--- src/rtl/core/tahc_pkg.sv ---
`default_nettype none

package tahc_pkg;

   localparam int unsigned QUEUE_DEPTH_DEFAULT = 2;

   localparam int unsigned CSR_INDEX_WIDTH = 3;
   localparam int unsigned CSR_DATA_WIDTH  = 32;

   // register indexes on the csr port
   localparam logic [CSR_INDEX_WIDTH-1:0] CSR_COMPARE_MODE     = 3'd0;
   localparam logic [CSR_INDEX_WIDTH-1:0] CSR_TRIP_THRESHOLD   = 3'd1;
   localparam logic [CSR_INDEX_WIDTH-1:0] CSR_HOLD_SECONDS     = 3'd2;
   localparam logic [CSR_INDEX_WIDTH-1:0] CSR_REARM_SECONDS    = 3'd3;
   localparam logic [CSR_INDEX_WIDTH-1:0] CSR_IS_CRITICAL      = 3'd4;
   localparam logic [CSR_INDEX_WIDTH-1:0] CSR_QUIET_ENABLE     = 3'd5;
   localparam logic [CSR_INDEX_WIDTH-1:0] CSR_QUIET_START_HOUR = 3'd6;
   localparam logic [CSR_INDEX_WIDTH-1:0] CSR_QUIET_END_HOUR   = 3'd7;

   typedef enum logic [1:0] {
      CMP_GREATER  = 2'd0,
      CMP_LESS     = 2'd1,
      CMP_AT_LEAST = 2'd2
   } compare_mode_type;

   typedef enum logic {
      EVENT_FIRING    = 1'b0,
      EVENT_RECOVERED = 1'b1
   } event_kind_type;

   typedef struct packed {
      logic [1:0]         compare_mode;
      logic signed [31:0] trip_threshold;
      logic [31:0]        hold_seconds;
      logic [31:0]        rearm_seconds;
      logic               is_critical;
      logic               quiet_enable;
      logic [4:0]         quiet_start_hour;
      logic [4:0]         quiet_end_hour;
   } cfg_type;

   // one classified tick, as queued between front and back
   typedef struct packed {
      logic               met;
      logic               notify;
      logic signed [31:0] value;
      logic [31:0]        now;
   } item_type;

endpackage

`default_nettype wire

--- src/rtl/core/tahc_front.sv ---
`default_nettype none

module tahc_front
   import tahc_pkg::*;
(
   input  cfg_type            cfg,
   input  logic               sample_present,
   input  logic signed [31:0] sample_value,
   input  logic [31:0]        now_seconds,
   input  logic [4:0]         local_hour,
   output item_type           item
);

   logic cond;
   logic quiet;

   always_comb begin
      case (cfg.compare_mode)
         CMP_GREATER:  cond = sample_value >  cfg.trip_threshold;
         CMP_LESS:     cond = sample_value <  cfg.trip_threshold;
         CMP_AT_LEAST: cond = sample_value >= cfg.trip_threshold;
         default:      cond = 1'b0;
      endcase
   end

   // window may wrap midnight; equal hours means no window
   always_comb begin
      if (!cfg.quiet_enable || cfg.quiet_start_hour == cfg.quiet_end_hour) begin
         quiet = 1'b0;
      end else if (cfg.quiet_start_hour < cfg.quiet_end_hour) begin
         quiet = (local_hour >= cfg.quiet_start_hour) && (local_hour < cfg.quiet_end_hour);
      end else begin
         quiet = (local_hour >= cfg.quiet_start_hour) || (local_hour < cfg.quiet_end_hour);
      end
   end

   always_comb begin
      item.met    = sample_present && cond;
      item.notify = cfg.is_critical || !quiet;
      item.value  = sample_present ? sample_value : 32'sd0;
      item.now    = now_seconds;
   end

endmodule

`default_nettype wire

--- src/rtl/core/tahc_queue.sv ---
`default_nettype none

module tahc_queue
   import tahc_pkg::*;
#(
   parameter int unsigned Depth = QUEUE_DEPTH_DEFAULT
) (
   input  logic     clock,
   input  logic     reset,
   input  logic     push,
   input  item_type push_item,
   output logic     full,
   input  logic     pop,
   output logic     not_empty,
   output item_type head_item
);

   localparam int unsigned PtrWidth = $clog2(Depth);
   localparam int unsigned CntWidth = $clog2(Depth + 1);

   item_type              entries_ff [Depth];
   logic [PtrWidth-1:0]   wr_ptr_ff, wr_ptr_in;
   logic [PtrWidth-1:0]   rd_ptr_ff, rd_ptr_in;
   logic [CntWidth-1:0]   count_ff, count_in;

   assign full      = count_ff == CntWidth'(Depth);
   assign not_empty = count_ff != '0;
   assign head_item = entries_ff[rd_ptr_ff];

   always_comb begin
      wr_ptr_in = wr_ptr_ff;
      rd_ptr_in = rd_ptr_ff;
      count_in  = count_ff;
      if (push) begin
         wr_ptr_in = (wr_ptr_ff == PtrWidth'(Depth - 1)) ? '0 : wr_ptr_ff + 1'b1;
      end
      if (pop) begin
         rd_ptr_in = (rd_ptr_ff == PtrWidth'(Depth - 1)) ? '0 : rd_ptr_ff + 1'b1;
      end
      if (push && !pop) begin
         count_in = count_ff + 1'b1;
      end else if (pop && !push) begin
         count_in = count_ff - 1'b1;
      end
   end

   always_ff @(posedge clock) begin
      if (reset) begin
         wr_ptr_ff <= '0;
         rd_ptr_ff <= '0;
         count_ff  <= '0;
      end else begin
         wr_ptr_ff <= wr_ptr_in;
         rd_ptr_ff <= rd_ptr_in;
         count_ff  <= count_in;
      end
   end

   always_ff @(posedge clock) begin
      if (push) begin
         entries_ff[wr_ptr_ff] <= push_item;
      end
   end

   a_count_bounded: assert property (@(posedge clock) disable iff (reset)
      count_ff <= CntWidth'(Depth))
      else $error("queue count beyond depth");

   a_push_counts: assert property (@(posedge clock) disable iff (reset)
      (push && !pop) |=> count_ff == $past(count_ff) + 1'b1)
      else $error("queue count missed a push");

   a_pop_needs_word: assert property (@(posedge clock) disable iff (reset)
      pop |-> not_empty)
      else $error("queue popped while empty");

endmodule

`default_nettype wire

--- src/rtl/core/tahc_back.sv ---
`default_nettype none

module tahc_back
   import tahc_pkg::*;
(
   input  logic               clock,
   input  logic               reset,
   input  cfg_type            cfg,
   input  logic               q_not_empty,
   input  item_type           q_item,
   output logic               q_pop,
   output logic               rsp_valid,
   input  logic               rsp_stall,
   output logic               rsp_event_kind,
   output logic               rsp_notify_flag,
   output logic signed [31:0] rsp_event_value,
   output logic [31:0]        rsp_event_time
);

   logic [31:0]        met_since_ff, met_since_in;
   logic [31:0]        last_fire_ff, last_fire_in;
   logic               announced_ff, announced_in;
   logic               rsp_valid_ff, rsp_valid_in;
   logic               kind_ff;
   logic               notify_ff;
   logic signed [31:0] value_ff;
   logic [31:0]        time_ff;

   logic [31:0] start_time;
   logic        hold_ok;
   logic        cool_ok;
   logic        emit;
   logic        emit_kind;

   // output register frees up this cycle if empty or being taken
   assign q_pop = q_not_empty && (!rsp_valid_ff || !rsp_stall);

   always_comb begin
      start_time = (met_since_ff == '0) ? q_item.now : met_since_ff;
      hold_ok    = (q_item.now >= start_time) &&
                   ((q_item.now - start_time) >= cfg.hold_seconds);
      // zero last fire time means never fired
      cool_ok    = (last_fire_ff == '0) ||
                   ((q_item.now >= last_fire_ff) &&
                    ((q_item.now - last_fire_ff) >= cfg.rearm_seconds));
   end

   always_comb begin
      met_since_in = met_since_ff;
      last_fire_in = last_fire_ff;
      announced_in = announced_ff;
      emit         = 1'b0;
      emit_kind    = EVENT_FIRING;
      if (q_pop) begin
         if (q_item.met) begin
            met_since_in = start_time;
            if (hold_ok && !announced_ff && cool_ok) begin
               announced_in = 1'b1;
               last_fire_in = q_item.now;
               emit         = 1'b1;
            end
         end else begin
            met_since_in = '0;
            announced_in = 1'b0;
            if (announced_ff) begin
               emit      = 1'b1;
               emit_kind = EVENT_RECOVERED;
            end
         end
      end
      rsp_valid_in = q_pop ? emit : (rsp_valid_ff && rsp_stall);
   end

   always_ff @(posedge clock) begin
      if (reset) begin
         met_since_ff <= '0;
         last_fire_ff <= '0;
         announced_ff <= 1'b0;
         rsp_valid_ff <= 1'b0;
      end else begin
         met_since_ff <= met_since_in;
         last_fire_ff <= last_fire_in;
         announced_ff <= announced_in;
         rsp_valid_ff <= rsp_valid_in;
      end
   end

   always_ff @(posedge clock) begin
      if (emit) begin
         kind_ff   <= emit_kind;
         notify_ff <= q_item.notify;
         value_ff  <= q_item.value;
         time_ff   <= q_item.now;
      end
   end

   assign rsp_valid       = rsp_valid_ff;
   assign rsp_event_kind  = kind_ff;
   assign rsp_notify_flag = notify_ff;
   assign rsp_event_value = value_ff;
   assign rsp_event_time  = time_ff;

   a_fire_sets_announced: assert property (@(posedge clock) disable iff (reset)
      (emit && emit_kind == EVENT_FIRING) |=> announced_ff && rsp_valid_ff)
      else $error("firing word without announced state");

   a_unmet_clears_start: assert property (@(posedge clock) disable iff (reset)
      (q_pop && !q_item.met) |=> met_since_ff == '0 && !announced_ff)
      else $error("episode state not cleared on unmet tick");

   a_held_word_not_overwritten: assert property (@(posedge clock) disable iff (reset)
      (rsp_valid_ff && rsp_stall) |-> !q_pop)
      else $error("queue popped over a stalled word");

endmodule

`default_nettype wire

--- src/rtl/core/threshold_alarm_hold_cooldown.sv ---
// channel  direction  handshake              payload
// req      in         req_valid / req_stall  sample_present, sample_value, now_seconds, local_hour
// rsp      out        rsp_valid / rsp_stall  event_kind, notify_flag, event_value, event_time
// csr      in         csr_write_enable       csr_index, csr_wdata (write only)
//
// one word per cycle sustained while no word is held by rsp_stall; an accepted word is classified into
// the queue, and its result is then registered in the output register by one state update in the back end.
// the back end's episode update (hold and cooldown subtract-compare) sets the rate.
// reset is synchronous and clears the queue, the episode state and all config registers to zero.
// req_stall rises only when the queue is full, which happens only while rsp_stall holds a word.

`default_nettype none

module threshold_alarm_hold_cooldown
   import tahc_pkg::*;
#(
   parameter int unsigned QueueDepth = QUEUE_DEPTH_DEFAULT
) (
   input  logic                       clock,
   input  logic                       reset,
   input  logic                       req_valid,
   output logic                       req_stall,
   input  logic                       req_sample_present,
   input  logic signed [31:0]         req_sample_value,
   input  logic [31:0]                req_now_seconds,
   input  logic [4:0]                 req_local_hour,
   output logic                       rsp_valid,
   input  logic                       rsp_stall,
   output logic                       rsp_event_kind,
   output logic                       rsp_notify_flag,
   output logic signed [31:0]         rsp_event_value,
   output logic [31:0]                rsp_event_time,
   input  logic                       csr_write_enable,
   input  logic [CSR_INDEX_WIDTH-1:0] csr_index,
   input  logic [CSR_DATA_WIDTH-1:0]  csr_wdata
);

   cfg_type  cfg_ff, cfg_in;
   item_type front_item;
   item_type head_item;
   logic     q_full;
   logic     q_not_empty;
   logic     q_pop;
   logic     push;

   always_comb begin
      cfg_in = cfg_ff;
      if (csr_write_enable) begin
         case (csr_index)
            CSR_COMPARE_MODE:     cfg_in.compare_mode     = csr_wdata[1:0];
            CSR_TRIP_THRESHOLD:   cfg_in.trip_threshold   = $signed(csr_wdata[31:0]);
            CSR_HOLD_SECONDS:     cfg_in.hold_seconds     = csr_wdata[31:0];
            CSR_REARM_SECONDS:    cfg_in.rearm_seconds    = csr_wdata[31:0];
            CSR_IS_CRITICAL:      cfg_in.is_critical      = csr_wdata[0];
            CSR_QUIET_ENABLE:     cfg_in.quiet_enable     = csr_wdata[0];
            CSR_QUIET_START_HOUR: cfg_in.quiet_start_hour = csr_wdata[4:0];
            CSR_QUIET_END_HOUR:   cfg_in.quiet_end_hour   = csr_wdata[4:0];
            default:              cfg_in = cfg_ff;
         endcase
      end
   end

   always_ff @(posedge clock) begin
      if (reset) begin
         cfg_ff <= '0;
      end else begin
         cfg_ff <= cfg_in;
      end
   end

   assign req_stall = q_full;
   assign push      = req_valid && !q_full;

   tahc_front u_front (
      .cfg            (cfg_ff),
      .sample_present (req_sample_present),
      .sample_value   (req_sample_value),
      .now_seconds    (req_now_seconds),
      .local_hour     (req_local_hour),
      .item           (front_item)
   );

   tahc_queue #(
      .Depth (QueueDepth)
   ) u_queue (
      .clock     (clock),
      .reset     (reset),
      .push      (push),
      .push_item (front_item),
      .full      (q_full),
      .pop       (q_pop),
      .not_empty (q_not_empty),
      .head_item (head_item)
   );

   tahc_back u_back (
      .clock           (clock),
      .reset           (reset),
      .cfg             (cfg_ff),
      .q_not_empty     (q_not_empty),
      .q_item          (head_item),
      .q_pop           (q_pop),
      .rsp_valid       (rsp_valid),
      .rsp_stall       (rsp_stall),
      .rsp_event_kind  (rsp_event_kind),
      .rsp_notify_flag (rsp_notify_flag),
      .rsp_event_value (rsp_event_value),
      .rsp_event_time  (rsp_event_time)
   );

endmodule

`default_nettype wire
--- config.mk ---
export PLATFORM = sky130hd
export DESIGN_NAME = threshold_alarm_hold_cooldown
export DESIGN_NICKNAME = d
export VERILOG_FILES = /design/src/rtl/core/tahc_pkg.sv /design/src/rtl/core/tahc_front.sv /design/src/rtl/core/tahc_queue.sv /design/src/rtl/core/tahc_back.sv /design/src/rtl/core/threshold_alarm_hold_cooldown.sv
export SDC_FILE = /design/constraint.sdc
export NUM_CORES = 1
export LEC_CHECK = 0
export BUFFER_PORTS_ARGS = -buffer_cell sky130_fd_sc_hd__buf_2
export CORE_MARGIN = 2
export CORE_UTILIZATION = 30
export CTS_CLUSTER_DIAMETER = 120
export CTS_CLUSTER_SIZE = 24
export DETAILED_ROUTE_END_ITERATION = 16
export PLACE_DENSITY_LB_ADDON = 0.2
export RECOVER_POWER = 25
export SKIP_CTS_REPAIR_TIMING = 1
export SLEW_MARGIN = 40
export SYNTH_ARGS = -nofsm -noshare
export SYNTH_HDL_FRONTEND = slang
export SYNTH_SLANG_ARGS = --single-unit
export TNS_END_PERCENT = 20
--- constraint.sdc ---
create_clock -name clock -period 15.55 [get_ports clock]
set_input_delay 2.3325 -clock clock [delete_from_list [all_inputs] [get_ports clock]]
set_output_delay 2.3325 -clock clock [all_outputs]
set_load 0.05 [all_outputs]
# After elaboration in Yosys (flattened, before gate mapping)
# Memories as Yosys holds them, arrays and structs flattened. A register that Yosys moved wholly into a read port is not among the register bits.
# Index checks and enable logic that the tools add are counted.
# op_classes
n_addsub	6
magnitude_cmp	10
eq_ne	12
mux	21
n_bitwise	1
n_reduce_logical	41
# op_table
op	n
$ge A32 B32 Y1	5
$mux W32	3
$logic_not A32 Y1	2
$sub A32 B32 Y32	2
$gt A32 B32 Y1	1
$lt A32 B32 Y1	1
$reduce_and A2 Y1	9
$mux W1	15
$eq A3 B3 Y1 const B	4
$logic_and A1 B1 Y1	11
$lt A5 B5 Y1	2
$logic_not A1 Y1	8
$eq A3 B2 Y1 const B	2
$eq A5 B5 Y1	1
$ge A5 B5 Y1	1
$logic_or A1 B1 Y1	5
$eq A2 B2 Y1 const B	2
$mux W2	2
$reduce_bool A2 Y1	2
$eq A3 B1 Y1 const B	1
$logic_not A3 Y1	1
$pmux W1 S3	1
$reduce_and A3 Y1	1
$add A1 B1 Y1 const B	2
other kinds (7)	7
# word_totals
register_bits	246
ram_bits	132
input_bits	110
mem_count	1
# mem_list
name	words	width	read_ports	rd_ports_with_merged_regs	wr	line	source
u_queue.entries_ff	2	66	1	1	1	tahc_queue.sv:21	item_type entries_ff [Depth];

# Depth between registers and ports, before layout
# depth
ltp_word	11
depth_mapped	26

# By module
# A second synthesis with hierarchy kept.
# hier_totals
cells_unflattened	2036
hier_area_um2	21051.4
# modules_own_cells
mod	n_inst	cells_per_inst	area_per_inst_um2
tahc_back	1	1163	9835.7
tahc_queue	1	227	4983.5
threshold_alarm_hold_cooldown	1	404	4508.1
tahc_front	1	242	1724.2

# Worst setup path before layout
# No wires, ideal clock.
# synth_timing
path_type	register -> register
start	register with a tool-made name
end	register u_back.kind_ff (netlist: u_back.rsp_event_kind), enable pin
setup_time_ps	703
arrival_ps	6469
path_slack_ps	8379
path_stages_with_launch	23
path_buffers	3
synth_period_minus_slack_ps	7171
path_cell_list	dfxtp_1 clkbuf_1 clkbuf_1 mux2_2 a21oi_1 ha_1 a21oi_1 a211oi_1 o31a_1 a31o_2 a2111oi_4 o41ai_2 or4b_1 nand3_1 ha_1 and4_1 o21ai_0 a21oi_1 a311o_1 o211a_1 nand2_1 clkbuf_1 nand2_1
# synth_rtl
element	line	source
to (signal assigned)	tahc_back.sv:90	kind_ff <= emit_kind;
to (decl)	tahc_back.sv:24	logic kind_ff;

==> flow_summary.json <==
{
  "run_status": "finished, violations left",
  "violations": "max-capacitance violations, max-slew violations",
  "dp_hpwl_mm": 43.3,
  "setup.worst_path.end_class": "flip-flop",
  "avgViaCountPerCell": 4.94,
  "overall_track_demand_over_capacity_in_global_routing": 0.165,
  "pin_count_of_the_biggest_net_entering_global_routing": 107,
  "slowest_stage": "sky130_fd_sc_hd__clkbuf_1",
  "setup-violations-final": 0,
  "timing.max_slew.rel_slack": -1.71,
  "clock_skew_ps": 33.5,
  "cts_made_buffers": 19,
  "cp.required_ps": 15770,
  "hold_class": "flip-flop to flip-flop",
  "worstPathBufferInverterCount": 4,
  "synth_ff_type": "sky130_fd_sc_hd__edfxtp_1",
  "final_area_sq_mm": 0.0221,
  "yosysUniqueCellTypes": 64,
  "area_growth_syn_to_layout_pct": 12.2,
  "report.final.hold_viol_count": 0,
  "syn_inst": 1999,
  "fillerInstances": 6710,
  "timing.critical_path.arrival_ps": 10460,
  "totalNegativeSetupSlack_ps": 0,
  "finalCoreUtilization": 0.342,
  "synth_seq_area_share": 0.485,
  "cp_top_family": "buffers and inverters",
  "grt_first_pass_wirelength_mm": 87.0,
  "row_count": 93,
  "final_cell_mix": "238 x sky130_fd_sc_hd__a21oi_1, 231 x sky130_fd_sc_hd__nand2_1, 198 x sky130_fd_sc_hd__edfxtp_1",
  "totalWireLength_mm": 57.3,
  "count_of_maximum_capacitance_violations": 1,
  "root_buffer": "sky130_fd_sc_hd__clkbuf_16",
  "grt_overflow": 0,
  "clkTransAtPathRegs_ps": 100,
  "syn-cell-area_sq_mm": 0.0197,
  "synth.yosys.warnings": 0,
  "num_vias": 14900,
  "detail_route.wl_per_cell_um": 19.0,
  "cell_area_placed_sq_mm": 0.0216,
  "core_region_area_sq_mm": 0.0647,
  "final_net_count": 2424,
  "max_stage_delay_ps": 2900,
  "rsz0062_at_grt": "false",
  "clock.fmax_mhz": 97.7,
  "critical_path.max_fanout": 58,
  "floorplan.initialDensity": 0.305,
  "drive_gt1_frac": 0.115,
  "startpoint_class": "flip-flop",
  "timing.final.crit_share": 0.658,
  "max_slew.worst_pin.slew_ps": 4070,
  "worst_hold_slack_ps": 460,
  "clock_path_buffers": 3,
  "final_antenna_net_count": 0,
  "cp_cell_sequence": "clkbuf_1, mux2i_1, ha_1, inv_1, fa_1, nand3_1, a21oi_1, nor2_1, o21ai_0, a21boi_0, nor2_1, o21ai_0, a311o_1, ha_1, nand4_1, nor4_1, nand2_1, o31ai_1, nand2_1, nand2_4, buf_4, buf_12",
  "drtPass1Iterations": 5,
  "ioPinCount": 178,
  "post-route-drc-count": 0,
  "first_global_vias": 14900,
  "final_period_minus_worst_setup_slack_ps": 10240,
  "postSynthAreaPerCell_sq_um": 9.86,
  "die_h_um": 260,
  "finalWeightedCongestion": 0.872,
  "rrSetupSlack_ps": 5310,
  "yosys_register_bits": 379,
  "mappedNetlistNets": 2286,
  "critPathKind": "flip-flop to flip-flop",
  "detail_route.iter0.violations": 852,
  "synth-edff-count": 198,
  "die_area_sq_mm": 0.0678,
  "final_common_cell": "sky130_fd_sc_hd__a21oi_1",
  "ys_async_sr_fraction": 0,
  "h-tree-depth": 1,
  "port_buffers": 177,
  "clock_latency_on_the_worst_skew_pair_ps": 560,
  "die_w_um": 260,
  "cts_sinks": 379,
  "grt_antenna_before_repair": 4,
  "drv_slew": 59,
  "tritoncts": "built"
}
==> state kept, by name, summed over array words and instances (netlist names), 2 cells and up, named ones only <==
signal and cells:
u_queue.entries_ff 132, cfg_ff 110, u_back.last_fire_ff 32, u_back.met_since_ff 32
u_back.rsp_event_time 32, u_back.rsp_event_value 32, u_queue.count_ff 2
==> cell type report <==
class / instances / area (sq um) / share of cell area
tap: 855 / 1070 / 0.0484
clock buffer: 31 / 531 / 0.0240
clock inverter: 2 / 13.8 / 0.000622
inverter: 166 / 623 / 0.0282
antenna: 2 / 5.00 / 0.000226
sequential: 379 / 9570 / 0.433
multi-input combinational: 1376 / 9260 / 0.419
timing repair buffer: 195 / 1040 / 0.0472
==> cell usage after synthesis, types with 4 or more instances <==
cell | number | area [sq um]
sky130_fd_sc_hd__a21oi_1 | 238 | 1190
sky130_fd_sc_hd__nand2_1 | 234 | 878
sky130_fd_sc_hd__edfxtp_1 | 198 | 5950
sky130_fd_sc_hd__dfxtp_1 | 181 | 3620
sky130_fd_sc_hd__ha_1 | 175 | 2190
sky130_fd_sc_hd__inv_1 | 166 | 623
sky130_fd_sc_hd__nor2_1 | 130 | 488
sky130_fd_sc_hd__clkbuf_1 | 76 | 285
sky130_fd_sc_hd__mux2_2 | 65 | 732
sky130_fd_sc_hd__o21ai_0 | 52 | 260
sky130_fd_sc_hd__nor3_1 | 48 | 240
sky130_fd_sc_hd__a211oi_1 | 46 | 345
sky130_fd_sc_hd__and2_1 | 39 | 244
sky130_fd_sc_hd__a21o_1 | 36 | 270
sky130_fd_sc_hd__xnor2_1 | 34 | 298
sky130_fd_sc_hd__nand4_1 | 31 | 194
sky130_fd_sc_hd__nand3_1 | 28 | 140
sky130_fd_sc_hd__nor4_1 | 21 | 131
sky130_fd_sc_hd__xor2_1 | 19 | 166
sky130_fd_sc_hd__nand2b_1 | 17 | 106
sky130_fd_sc_hd__mux2i_1 | 15 | 150
sky130_fd_sc_hd__nor2b_1 | 14 | 87.6
sky130_fd_sc_hd__o21a_1 | 13 | 97.6
sky130_fd_sc_hd__o21bai_1 | 12 | 90.1
sky130_fd_sc_hd__and3_1 | 10 | 62.6
sky130_fd_sc_hd__o31ai_1 | 8 | 60.1
sky130_fd_sc_hd__o211ai_1 | 7 | 52.6
sky130_fd_sc_hd__a31oi_1 | 6 | 37.5
sky130_fd_sc_hd__or3_1 | 6 | 37.5
sky130_fd_sc_hd__a311oi_1 | 5 | 43.8
sky130_fd_sc_hd__nand3b_1 | 5 | 37.5
sky130_fd_sc_hd__a221oi_1 | 4 | 35.0
sky130_fd_sc_hd__or2_2 | 4 | 25.0
==> worst paths after layout <==
| path | start | to | cells past startpoint |
|---|---|---|---|
| max | flip-flop | u_back.rsp_event_time[26]$_DFFE_PP_ | 22 |
| min | cfg_ff[40]$_SDFFE_PP0P_ | cfg_ff[40]$_SDFFE_PP0P_ | 2 |
| min reg2reg | cfg_ff[40]$_SDFFE_PP0P_ | cfg_ff[40]$_SDFFE_PP0P_ | 2 |
| max reg2reg | flip-flop | u_back.rsp_event_time[26]$_DFFE_PP_ | 22 |
==> worst register-to-register path, delay by kind of cell, from the launching register on <==
kind | cells | cell delay (ps)
flops | 1 | 580
buf+inv | 4 | 3650
mux | 1 | 850
simple gates | 8 | 1670
compound gates | 6 | 2090
fa+ha+maj | 3 | 1000
==> per-stage QoR <==
step / instances / worst slack [ps]
floorplan: 1999 / 8380
global placement: 2968 / 7930
detailed placement: 2970 / 8230
CTS: 3003 / 8190
global route: 3006 / 4310
finish: 3006 / 5310
==> kinds of logic (layout without fill, tap and decap cells) <==
logic type                 count (synthesis)  count (layout)  share of synthesized area
and+or+nand+nor                          596             596                      0.140
AOI/OAI and AO/OA                        470             470                      0.147
DFF                                      379             379                      0.485
buffers and inverters                    244             394                     0.0465
adders and majority gates                177             177                      0.113
muxes                                     80              80                     0.0447
xor gates and xnor gates                  53              53                     0.0235
other                                      0               2                          0
==> routing by layer <==
metal,up-vias,GRT usage,wire length (um)
met5,-,0,26
met4,4,0.0487,1620
li1,7398,-,-
met2,268,0.288,28000
met3,67,0.0203,2390
met1,7117,0.213,25200
Power is left out: the tool's default activity adds up to more than one toggle a clock period on the data nets, which glitch-free logic cannot reach.
